===== src/hdl/x86_instruction_length_decoder_assert.svh =====
// Assertion macros for the x86 instruction length decoder.
// Included by the top level; depends on nothing else.
`ifndef X86_INSTRUCTION_LENGTH_DECODER_ASSERT_SVH
`define X86_INSTRUCTION_LENGTH_DECODER_ASSERT_SVH
`ifndef SYNTHESIS
`define ILD_ASSERT_IMPL(label, clk, rst_n, ante, cons) \
    label: assert property (@(posedge clk) disable iff (!rst_n) (ante) |-> (cons)) \
        else $error("assertion failed");
`define ILD_ASSERT_NEXT(label, clk, rst_n, ante, cons) \
    label: assert property (@(posedge clk) disable iff (!rst_n) (ante) |=> (cons)) \
        else $error("assertion failed");
`else
`define ILD_ASSERT_IMPL(label, clk, rst_n, ante, cons)
`define ILD_ASSERT_NEXT(label, clk, rst_n, ante, cons)
`endif
`endif


===== src/hdl/ild_pkg.sv =====
// Package for the x86 instruction length decoder: opcode format ROMs,
// format codes and the decode result type. Depends on nothing.
package ild_pkg;

    localparam logic [7:0] PREFIX_OPSIZE = 8'h66;
    localparam logic [7:0] ESCAPE_0F     = 8'h0f;
    localparam logic [3:0] FMT_ERR       = 4'h9;

    // Mode field, bits 1:0 of a format code.
    localparam logic [1:0] MODE_NONE  = 2'd0;
    localparam logic [1:0] MODE_ADDR  = 2'd1;
    localparam logic [1:0] MODE_MODRM = 2'd2;
    localparam logic [1:0] MODE_GROUP = 2'd3;

    // Operand type field, bits 3:2 of a format code.
    localparam logic [1:0] TYPE_NONE  = 2'd0;
    localparam logic [1:0] TYPE_BYTE  = 2'd1;
    localparam logic [1:0] TYPE_DWORD = 2'd2;
    localparam logic [1:0] TYPE_WORD  = 2'd3;

    localparam logic [3:0] ONE_BYTE_ROM [256] = '{
        2,2,2,2,4,8,0,0,2,2,2,2,4,8,0,0,
        2,2,2,2,4,8,0,0,2,2,2,2,4,8,0,0,
        2,2,2,2,4,8,0,0,2,2,2,2,4,8,0,0,
        2,2,2,2,4,8,0,0,2,2,2,2,4,8,0,0,
        0,0,0,0,0,0,0,0,0,0,0,0,0,0,0,0,
        0,0,0,0,0,0,0,0,0,0,0,0,0,0,0,0,
        0,0,2,2,0,0,0,0,8,10,4,6,0,0,0,0,
        5,5,5,5,5,5,5,5,5,5,5,5,5,5,5,5,
        6,10,6,6,2,2,2,2,2,2,2,2,2,2,2,2,
        0,0,0,0,0,0,0,0,0,0,9,0,0,0,0,0,
        1,1,1,1,0,0,0,0,4,8,0,0,0,0,0,0,
        4,4,4,4,4,4,4,4,8,8,8,8,8,8,8,8,
        6,6,12,0,2,2,6,10,9,0,12,0,0,4,9,0,
        2,2,2,2,4,4,0,0,2,2,2,2,2,2,2,2,
        5,5,5,5,4,4,4,4,13,13,1,5,0,0,0,0,
        0,9,0,0,0,0,3,3,0,0,0,0,0,0,3,3
    };

    localparam logic [3:0] TWO_BYTE_ROM [256] = '{
        9,9,9,9,9,9,9,9,9,9,9,9,9,9,9,9,
        2,2,2,2,2,2,2,2,9,9,9,9,9,9,9,9,
        2,2,2,2,9,9,9,9,9,9,9,9,9,9,9,9,
        0,0,0,0,9,9,9,9,9,9,9,9,9,9,9,9,
        2,2,2,2,2,2,2,2,2,2,2,2,2,2,2,2,
        9,9,9,9,9,9,9,9,9,9,9,9,9,9,9,9,
        2,2,2,2,2,2,2,2,2,2,2,2,2,2,2,2,
        6,6,6,6,2,2,2,0,9,9,9,9,9,9,2,2,
        13,13,13,13,13,13,13,13,13,13,13,13,13,13,13,13,
        2,2,2,2,2,2,2,2,2,2,2,2,2,2,2,2,
        0,0,0,2,6,2,2,2,9,9,9,2,6,2,9,2,
        2,2,2,2,2,2,2,2,9,9,9,2,2,2,2,2,
        2,2,2,2,2,2,2,2,0,0,0,0,0,0,0,0,
        2,2,2,2,2,2,2,2,2,2,2,2,2,2,2,2,
        2,2,2,2,2,2,2,2,2,2,2,2,2,2,2,2,
        2,2,2,2,2,2,2,2,2,2,2,2,2,2,2,9
    };

    localparam logic [3:0] GROUP_ROM [32] = '{
        6,9,2,2,2,2,2,2,10,9,2,2,2,2,2,2,
        2,2,9,9,9,9,9,9,2,2,2,9,2,9,2,9
    };

    // Decoded parts of one instruction.
    typedef struct packed {
        logic [3:0] total_length;
        logic       invalid;
        logic       has_size_prefix;
        logic       two_byte_opcode;
        logic       has_modrm;
        logic       has_sib;
        logic [2:0] displacement_bytes;
        logic [2:0] trailing_bytes;
    } t_result;

endpackage


===== src/hdl/ild_decode.sv =====
// Combinational length decode of one five-byte instruction window.
// Depends on ild_pkg for the format ROMs and the result type.
module ild_decode (
    input  logic [7:0]       i_byte0,
    input  logic [7:0]       i_byte1,
    input  logic [7:0]       i_byte2,
    input  logic [7:0]       i_byte3,
    input  logic [7:0]       i_byte4,
    output ild_pkg::t_result o_result
);
    import ild_pkg::*;

    logic       pfx;
    logic       esc;
    logic [7:0] code;
    logic [7:0] second;
    logic [7:0] modrm;
    logic [7:0] sib;
    logic [3:0] fmt_base;
    logic [3:0] fmt;
    logic       err;
    logic       hm;
    logic       hs;
    logic [2:0] disp;
    logic [2:0] trail;

    // Prefix and escape detection; pick the opcode, ModRM and SIB bytes.
    always_comb begin
        pfx    = (i_byte0 == PREFIX_OPSIZE);
        code   = pfx ? i_byte1 : i_byte0;
        second = pfx ? i_byte2 : i_byte1;
        esc    = (code == ESCAPE_0F);
        case ({pfx, esc})
            2'b00:   begin modrm = i_byte1; sib = i_byte2; end
            2'b11:   begin modrm = i_byte3; sib = i_byte4; end
            default: begin modrm = i_byte2; sib = i_byte3; end
        endcase
    end

    // Format lookup, with the group ROM indexed by two opcode bits and ModRM.reg.
    always_comb begin
        fmt_base = esc ? TWO_BYTE_ROM[second] : ONE_BYTE_ROM[code];
        if (fmt_base[1:0] == MODE_GROUP) begin
            fmt = GROUP_ROM[{code[3], code[0], modrm[5:3]}];
        end else begin
            fmt = fmt_base;
        end
        err = (fmt == FMT_ERR);
    end

    // Addressing bytes and operand bytes.
    always_comb begin
        hm   = 1'b0;
        hs   = 1'b0;
        disp = 3'd0;
        if (!err && fmt[1]) begin
            hm = 1'b1;
            hs = (modrm[2:0] == 3'd4) && (modrm[7:6] != 2'b11);
            if (modrm[7:6] == 2'b01) begin
                disp = 3'd1;
            end else if ((modrm[7:6] == 2'b10) ||
                         (modrm[7:6] == 2'b00 && modrm[2:0] == 3'd5) ||
                         (modrm[7:6] == 2'b00 && hs && sib[2:0] == 3'd5)) begin
                disp = 3'd4;
            end
        end
        trail = 3'd0;
        if (!err) begin
            if (fmt[1:0] == MODE_ADDR) begin
                case (fmt[3:2])
                    TYPE_NONE: trail = 3'd4;
                    TYPE_BYTE: trail = 3'd1;
                    TYPE_WORD: trail = 3'd4;
                    default:   trail = 3'd0;
                endcase
            end else begin
                case (fmt[3:2])
                    TYPE_BYTE:  trail = 3'd1;
                    TYPE_DWORD: trail = pfx ? 3'd2 : 3'd4;
                    TYPE_WORD:  trail = 3'd2;
                    default:    trail = 3'd0;
                endcase
            end
        end
    end

    // Assemble the result.
    always_comb begin
        o_result.invalid            = err;
        o_result.has_size_prefix    = pfx;
        o_result.two_byte_opcode    = esc;
        o_result.has_modrm          = hm;
        o_result.has_sib            = hs;
        o_result.displacement_bytes = disp;
        o_result.trailing_bytes     = trail;
        if (err) begin
            o_result.total_length = 4'd1;
        end else begin
            o_result.total_length = 4'd1 + {3'd0, pfx} + {3'd0, esc} + {3'd0, hm}
                                  + {3'd0, hs} + {1'b0, disp} + {1'b0, trail};
        end
    end

endmodule


===== src/hdl/x86_instruction_length_decoder.sv =====
// Top level of the x86 instruction length decoder: input and result registers
// around ild_decode. Depends on ild_pkg and the assertion macro header.
//
// One instruction window is taken in every cycle in which start is high; busy
// is always low. Each result appears on the result ports with o_valid high for
// one cycle, after passing through the input register and then the table decode
// into the result register. Results come out in start order, and the receiver
// cannot stall them.
`include "x86_instruction_length_decoder_assert.svh"
module x86_instruction_length_decoder (
    input  logic       i_clk,
    input  logic       i_rst_n,
    input  logic       start,
    output logic       busy,
    input  logic [7:0] i_window_byte0,
    input  logic [7:0] i_window_byte1,
    input  logic [7:0] i_window_byte2,
    input  logic [7:0] i_window_byte3,
    input  logic [7:0] i_window_byte4,
    output logic       o_valid,
    output logic [3:0] o_total_length,
    output logic       o_invalid,
    output logic       o_has_size_prefix,
    output logic       o_two_byte_opcode,
    output logic       o_has_modrm,
    output logic       o_has_sib,
    output logic [2:0] o_displacement_bytes,
    output logic [2:0] o_trailing_bytes
);
    import ild_pkg::*;

    logic       r_in_valid;
    logic [7:0] r_b0, r_b1, r_b2, r_b3, r_b4;
    logic       r_out_valid;
    t_result    r_out;
    t_result    n_out;

    assign busy = 1'b0;

    // Input register.
    always_ff @(posedge i_clk) begin
        if (!i_rst_n) begin
            r_in_valid <= 1'b0;
        end else begin
            r_in_valid <= start;
        end
        if (start) begin
            r_b0 <= i_window_byte0;
            r_b1 <= i_window_byte1;
            r_b2 <= i_window_byte2;
            r_b3 <= i_window_byte3;
            r_b4 <= i_window_byte4;
        end
    end

    ild_decode u_decode (
        .i_byte0  (r_b0),
        .i_byte1  (r_b1),
        .i_byte2  (r_b2),
        .i_byte3  (r_b3),
        .i_byte4  (r_b4),
        .o_result (n_out)
    );

    // Result register.
    always_ff @(posedge i_clk) begin
        if (!i_rst_n) begin
            r_out_valid <= 1'b0;
        end else begin
            r_out_valid <= r_in_valid;
        end
        if (r_in_valid) begin
            r_out <= n_out;
        end
    end

    assign o_valid              = r_out_valid;
    assign o_total_length       = r_out.total_length;
    assign o_invalid            = r_out.invalid;
    assign o_has_size_prefix    = r_out.has_size_prefix;
    assign o_two_byte_opcode    = r_out.two_byte_opcode;
    assign o_has_modrm          = r_out.has_modrm;
    assign o_has_sib            = r_out.has_sib;
    assign o_displacement_bytes = r_out.displacement_bytes;
    assign o_trailing_bytes     = r_out.trailing_bytes;

    // Checks on the pipeline and on the decoded result.
    `ILD_ASSERT_NEXT(a_in_follows_start, i_clk, i_rst_n, start, r_in_valid)
    `ILD_ASSERT_NEXT(a_out_follows_in, i_clk, i_rst_n, r_in_valid, o_valid)
    `ILD_ASSERT_IMPL(a_invalid_len_one, i_clk, i_rst_n, o_valid && o_invalid,
                     o_total_length == 4'd1 && !o_has_modrm && o_trailing_bytes == 3'd0)
    `ILD_ASSERT_IMPL(a_sib_needs_modrm, i_clk, i_rst_n, o_valid && o_has_sib, o_has_modrm)

endmodule


===== config.mk =====
export PLATFORM = sky130hd
export DESIGN_NAME = x86_instruction_length_decoder
export DESIGN_NICKNAME = d
export VERILOG_FILES = /design/src/hdl/ild_pkg.sv /design/src/hdl/ild_decode.sv /design/src/hdl/x86_instruction_length_decoder.sv
export VERILOG_INCLUDE_DIRS = /design/src /design/src/hdl
export SDC_FILE = /design/constraint.sdc
export NUM_CORES = 1
export LEC_CHECK = 0
export CORE_UTILIZATION = 50
export DETAILED_ROUTE_END_ITERATION = 6
export DONT_BUFFER_PORTS = 1
export GPL_TIMING_DRIVEN = 1
export PLACE_DENSITY = 0.72
export SYNTH_ARGS = -nofsm -noshare
export SYNTH_HDL_FRONTEND = slang
export SYNTH_SLANG_ARGS = --single-unit

===== constraint.sdc =====
create_clock -name i_clk -period 6.3 [get_ports i_clk]
set_clock_uncertainty 0.15 [all_clocks]
set_input_delay 0.315 -clock i_clk [delete_from_list [all_inputs] [get_ports i_clk]]
set_output_delay 0.315 -clock i_clk [all_outputs]
set_load 0.05 [all_outputs]

==> results.py <==
metrics = {
    "detailed_routing": {
        "via_count": 2946,
        "wl_per_cell_um": 17.3,
        "drt_wl_total_um": 8290,
        "met2_length_um": 4130,
        "top_layer": "met4",
        "vias_per_cell": 6.16,
        "drc_errors": 0,
        "ant_nets": 0,
        "drtIter0Drc": 181,
        "drtPass1Iterations": 4,
        "wl_met3_um": 416,
        "drt-met1-wl_um": 3660,
    },
    "clock_network": {
        "cts_max_path_buffers": 2,
        "cts-buffers-inserted": 5,
        "cts_tree": "built",
        "clkSinkCount": 51,
        "cts-root-buf": "clkbuf_8",
        "cts_max_level": 2,
        "clk_pin_slew_ns": 0.11,
        "insertion_delay_ns": 0.32,
    },
    "placement": {
        "dp_slack_ns": 0.308,
        "gp_congestion": 0.875,
        "dp.final_hpwl_um": 5810,
        "io_buffer_count": 0,
    },
    "global_route": {
        "grt_max_degree": 37,
        "grt_pass1_wl_um": 13700,
        "grtUsageTotal_pct": 23.5,
        "grt_overflow": 0,
        "antenna_found_initial": 0,
        "grt_pass1_vias": 2817,
    },
    "floorplan": {
        "coreArea_sq_mm": 0.00691,
        "initial_core_util_pct": 52.8,
        "die_w_um": 87.4,
        "die_height_um": 87.4,
        "num_rows": 30,
        "io_pins": 60,
        "die_area_sq_mm": 0.00764,
    },
    "synth": {
        "synth_seq_cells": 51,
        "syn_area_sq_mm": 0.00365,
        "synth-edff-count": 49,
        "async_flop_share_pct": 0,
        "yosysSeqAreaShare_pct": 41.4,
        "avgSynthCellArea_sq_um": 10.7,
        "yosysUniqueCellTypes": 81,
        "synth_warnings": 0,
        "netlist_instances": 340,
        "synth_top_flop_cell": "edfxtp_1",
    },
    "critical_path": {
        "start_kind": "flip-flop",
        "path_cells": "or4b_4, o21a_1, nor2_1, nand4_4, inv_1, ha_1, a22oi_1, o21ai_0, nor2_1, o31ai_1, o2bb2ai_1, ha_1, o211ai_2, and2_1, fa_1, fa_1, ha_1, inv_1, fa_1, xnor2_1, and2_1",
        "rr_worst_depth": 21,
        "r2r_end": "o_total_length[2]",
        "critPathLaunch": "r_b0[0]",
        "critical_path_required_ns": 6.23,
        "critPathCaptureType": "flip-flop",
        "worst-path-stages": 21,
        "crit_buf_inv": 2,
        "cp_slowest_cell": "or4b_4",
        "worst_ep_arrival_time_ns": 5.89,
        "critPathKind": "reg -> reg",
        "reg2reg_setup_slack_ns": 0.33,
        "cp_top_family": "adder cells",
        "crit_end": "o_total_length[2]",
        "cpPeakStageDelay_ns": 0.55,
        "r2r_start": "r_b0[0]",
        "cp_max_fo": 8,
    },
    "timing": {
        "hold_viol": 0,
        "fmax_ghz": 0.168,
        "fin_crit_ns": 5.97,
        "grt_setup_unrepaired": "false",
        "tns_ns": 0,
        "finalMaxSlewViolations": 0,
        "finalCritPeriodShare_pct": 94.7,
        "max-slew-margin-rel_pct": 60.8,
        "setup_ws_ns": 0.335,
        "tightest_slew_ns": 0.573,
        "setup_viol": 0,
    },
    "pwr": {
        "p_per_area_mw_per_mm2": 220,
        "clkPwrFrac_pct": 25.4,
        "pwr-share-seq_pct": 50.6,
        "p_int_mw": 0.633,
        "peakVddDrop_mv": 0.140,
        "combPwrFrac_pct": 24.0,
        "p_sw_share_pct": 32.2,
        "p_leak_nw": 1.55,
        "netSwitchingPower_mw": 0.301,
    },
    "min_path": {
        "holdCritPathClass": "in -> reg",
    },
    "status": {
        "status": "completed",
    },
    "finish": {
        "postLayoutCoreUtil_pct": 61.5,
        "fillerInstances": 578,
        "final_nets": 439,
        "areaGrowthSynthToFinish_pct": 16.3,
        "drive_above_1_share_pct": 17.5,
        "diodes": 0,
    },
    "job": {
        "maxCapViolCount": 0,
    },
}
## per-layer routing
layer / vias to the layer above / GRT usage [%]
met5: - / 0
met1: 1418 / 31.4
li1: 1404 / -
met4: 0 / 7.00
met2: 114 / 39.3
met3: 10 / 3.51
## final cells by class
| class | count | area [sq um] | share of cell area (%) |
|---|---|---|---|
| clock inverter | 3 | 46.3 | 1.09 |
| sequential | 51 | 1510 | 35.6 |
| timing repair buffer | 56 | 523 | 12.3 |
| inverter | 14 | 52.6 | 1.24 |
| clock buffer | 5 | 68.8 | 1.62 |
| tap | 96 | 120 | 2.83 |
| multi-input combinational | 253 | 1920 | 45.3 |
## cells in the final DEF (no fill, tap or decap), types with 3 or more instances in the layout
cell type and count:
a2111oi_0 3, a211o_1 4, a211oi_1 3, a21oi_1 18
a22oi_1 5, a31oi_1 7, a32oi_1 3, a41o_2 5
a41oi_1 4, and2_1 7, and2b_2 4, and3_1 5
buf_4 19, clkbuf_8 5, dlygate4sd3_1 36, edfxtp_1 49
fa_1 4, ha_1 10, inv_1 13, nand2_1 22
nand2b_1 5, nand3_1 11, nor2_1 25, nor2b_1 4
nor4_1 3, o211ai_1 4, o21a_1 3, o21ai_0 21
o31ai_1 4, xnor2_1 3
## per-stage QoR
step / hold slack [ns] / area (sq um) / power [mW] / instances
2_1_floorplan: 0.264 / 3650 / 0.635 / 341
3_3_place_gp: 0.264 / 3700 / 0.670 / 429
3_5_place_dp: 0.264 / 3700 / 0.674 / 429
4_1_cts: 0.179 / 4200 / 0.930 / 474
5_1_grt: 0.178 / 4250 / 0.979 / 478
6_report: 0.185 / 4250 / 0.934 / 478
## power by group through the flow
| stage | Combinational [mW] | Sequential, mW | Clock [mW] |
|---|---|---|---|
| final | 0.224 | 0.473 | 0.237 |
| after global routing | 0.249 | 0.478 | 0.251 |
| after CTS | 0.217 | 0.472 | 0.241 |
| after detailed placement | 0.193 | 0.481 | 0 |
| after global placement | 0.190 | 0.480 | 0 |
| after floorplan | 0.172 | 0.463 | 0 |
## state kept, by name (all words and copies together) (netlist names), 2 cells and up
signal / cells
r_b0: 8
r_b1: 8
r_b2: 8
r_b3: 8
o_total_length: 4
o_trailing_bytes: 3
r_b4: 3
o_displacement_bytes: 2
## worst min path at each step
stage | start | to | slack [ns] | cells after the start
2_1_floorplan | i_window_byte0[0] | r_b0[0] | 0.26 | 0
5_1_grt | start | r_b3[0] | 0.18 | 1
6_report | start | r_b3[0] | 0.18 | 1
4_1_cts | start | r_b3[0] | 0.18 | 1
3_5_place_dp | i_window_byte0[4] | r_b0[4] | 0.26 | 0
3_3_place_gp | i_window_byte1[0] | r_b1[0] | 0.26 | 0
## cells by family after synthesis
| family | Yosys count | synth area share [%] |
|---|---|---|
| AO/OA/AOI/OAI | 119 | 25.4 |
| XOR/XNOR | 3 | 0.720 |
| adder cells (fa/ha/maj) | 15 | 5.97 |
| buffers and inverters | 37 | 6.41 |
| flip-flops | 51 | 41.4 |
| multiplexers | 5 | 1.58 |
| other | 1 | 0.103 |
| AND/OR/NAND/NOR | 109 | 18.4 |
## worst reg2reg max path, stage by stage, from the launching register on
cell and delay (ns):
edfxtp_1 0.52, or4b_4 0.56, o21a_1 0.27, nor2_1 0.22, nand4_4 0.18, inv_1 0.13
ha_1 0.25, a22oi_1 0.11, o21ai_0 0.26, nor2_1 0.12, o31ai_1 0.33, o2bb2ai_1 0.19
ha_1 0.27, o211ai_2 0.12, and2_1 0.22, fa_1 0.50, fa_1 0.49, ha_1 0.16
inv_1 0.05, fa_1 0.37, xnor2_1 0.13, and2_1 0.15
## Yosys cell counts, types with 5 or more instances
cell / number / share of area (%)
a31oi_1: 7 / 1.2
and3_1: 5 / 0.86
edfxtp_1: 49 / 40
o21ai_0: 21 / 2.9
a41o_2: 5 / 1.5
clkbuf_8: 6 / 2.3
clkbuf_1: 10 / 1.0
ha_1: 11 / 3.8
a21oi_1: 19 / 2.6
nand2b_1: 5 / 0.86
a22oi_1: 5 / 1.0
inv_1: 13 / 1.3
nand2_1: 22 / 2.3
and2_1: 7 / 1.2
nor2_1: 25 / 2.6
nand3_1: 11 / 1.5
## repair_timing
action	4_1_cts	5_1_grt
hold buffers	37	0
buffers inserted	0	4
endpoints found under the hold margin	72	0
resized for setup	0	3
setup endpoints to repair	0	3
(Power assumes the default switching activity.)
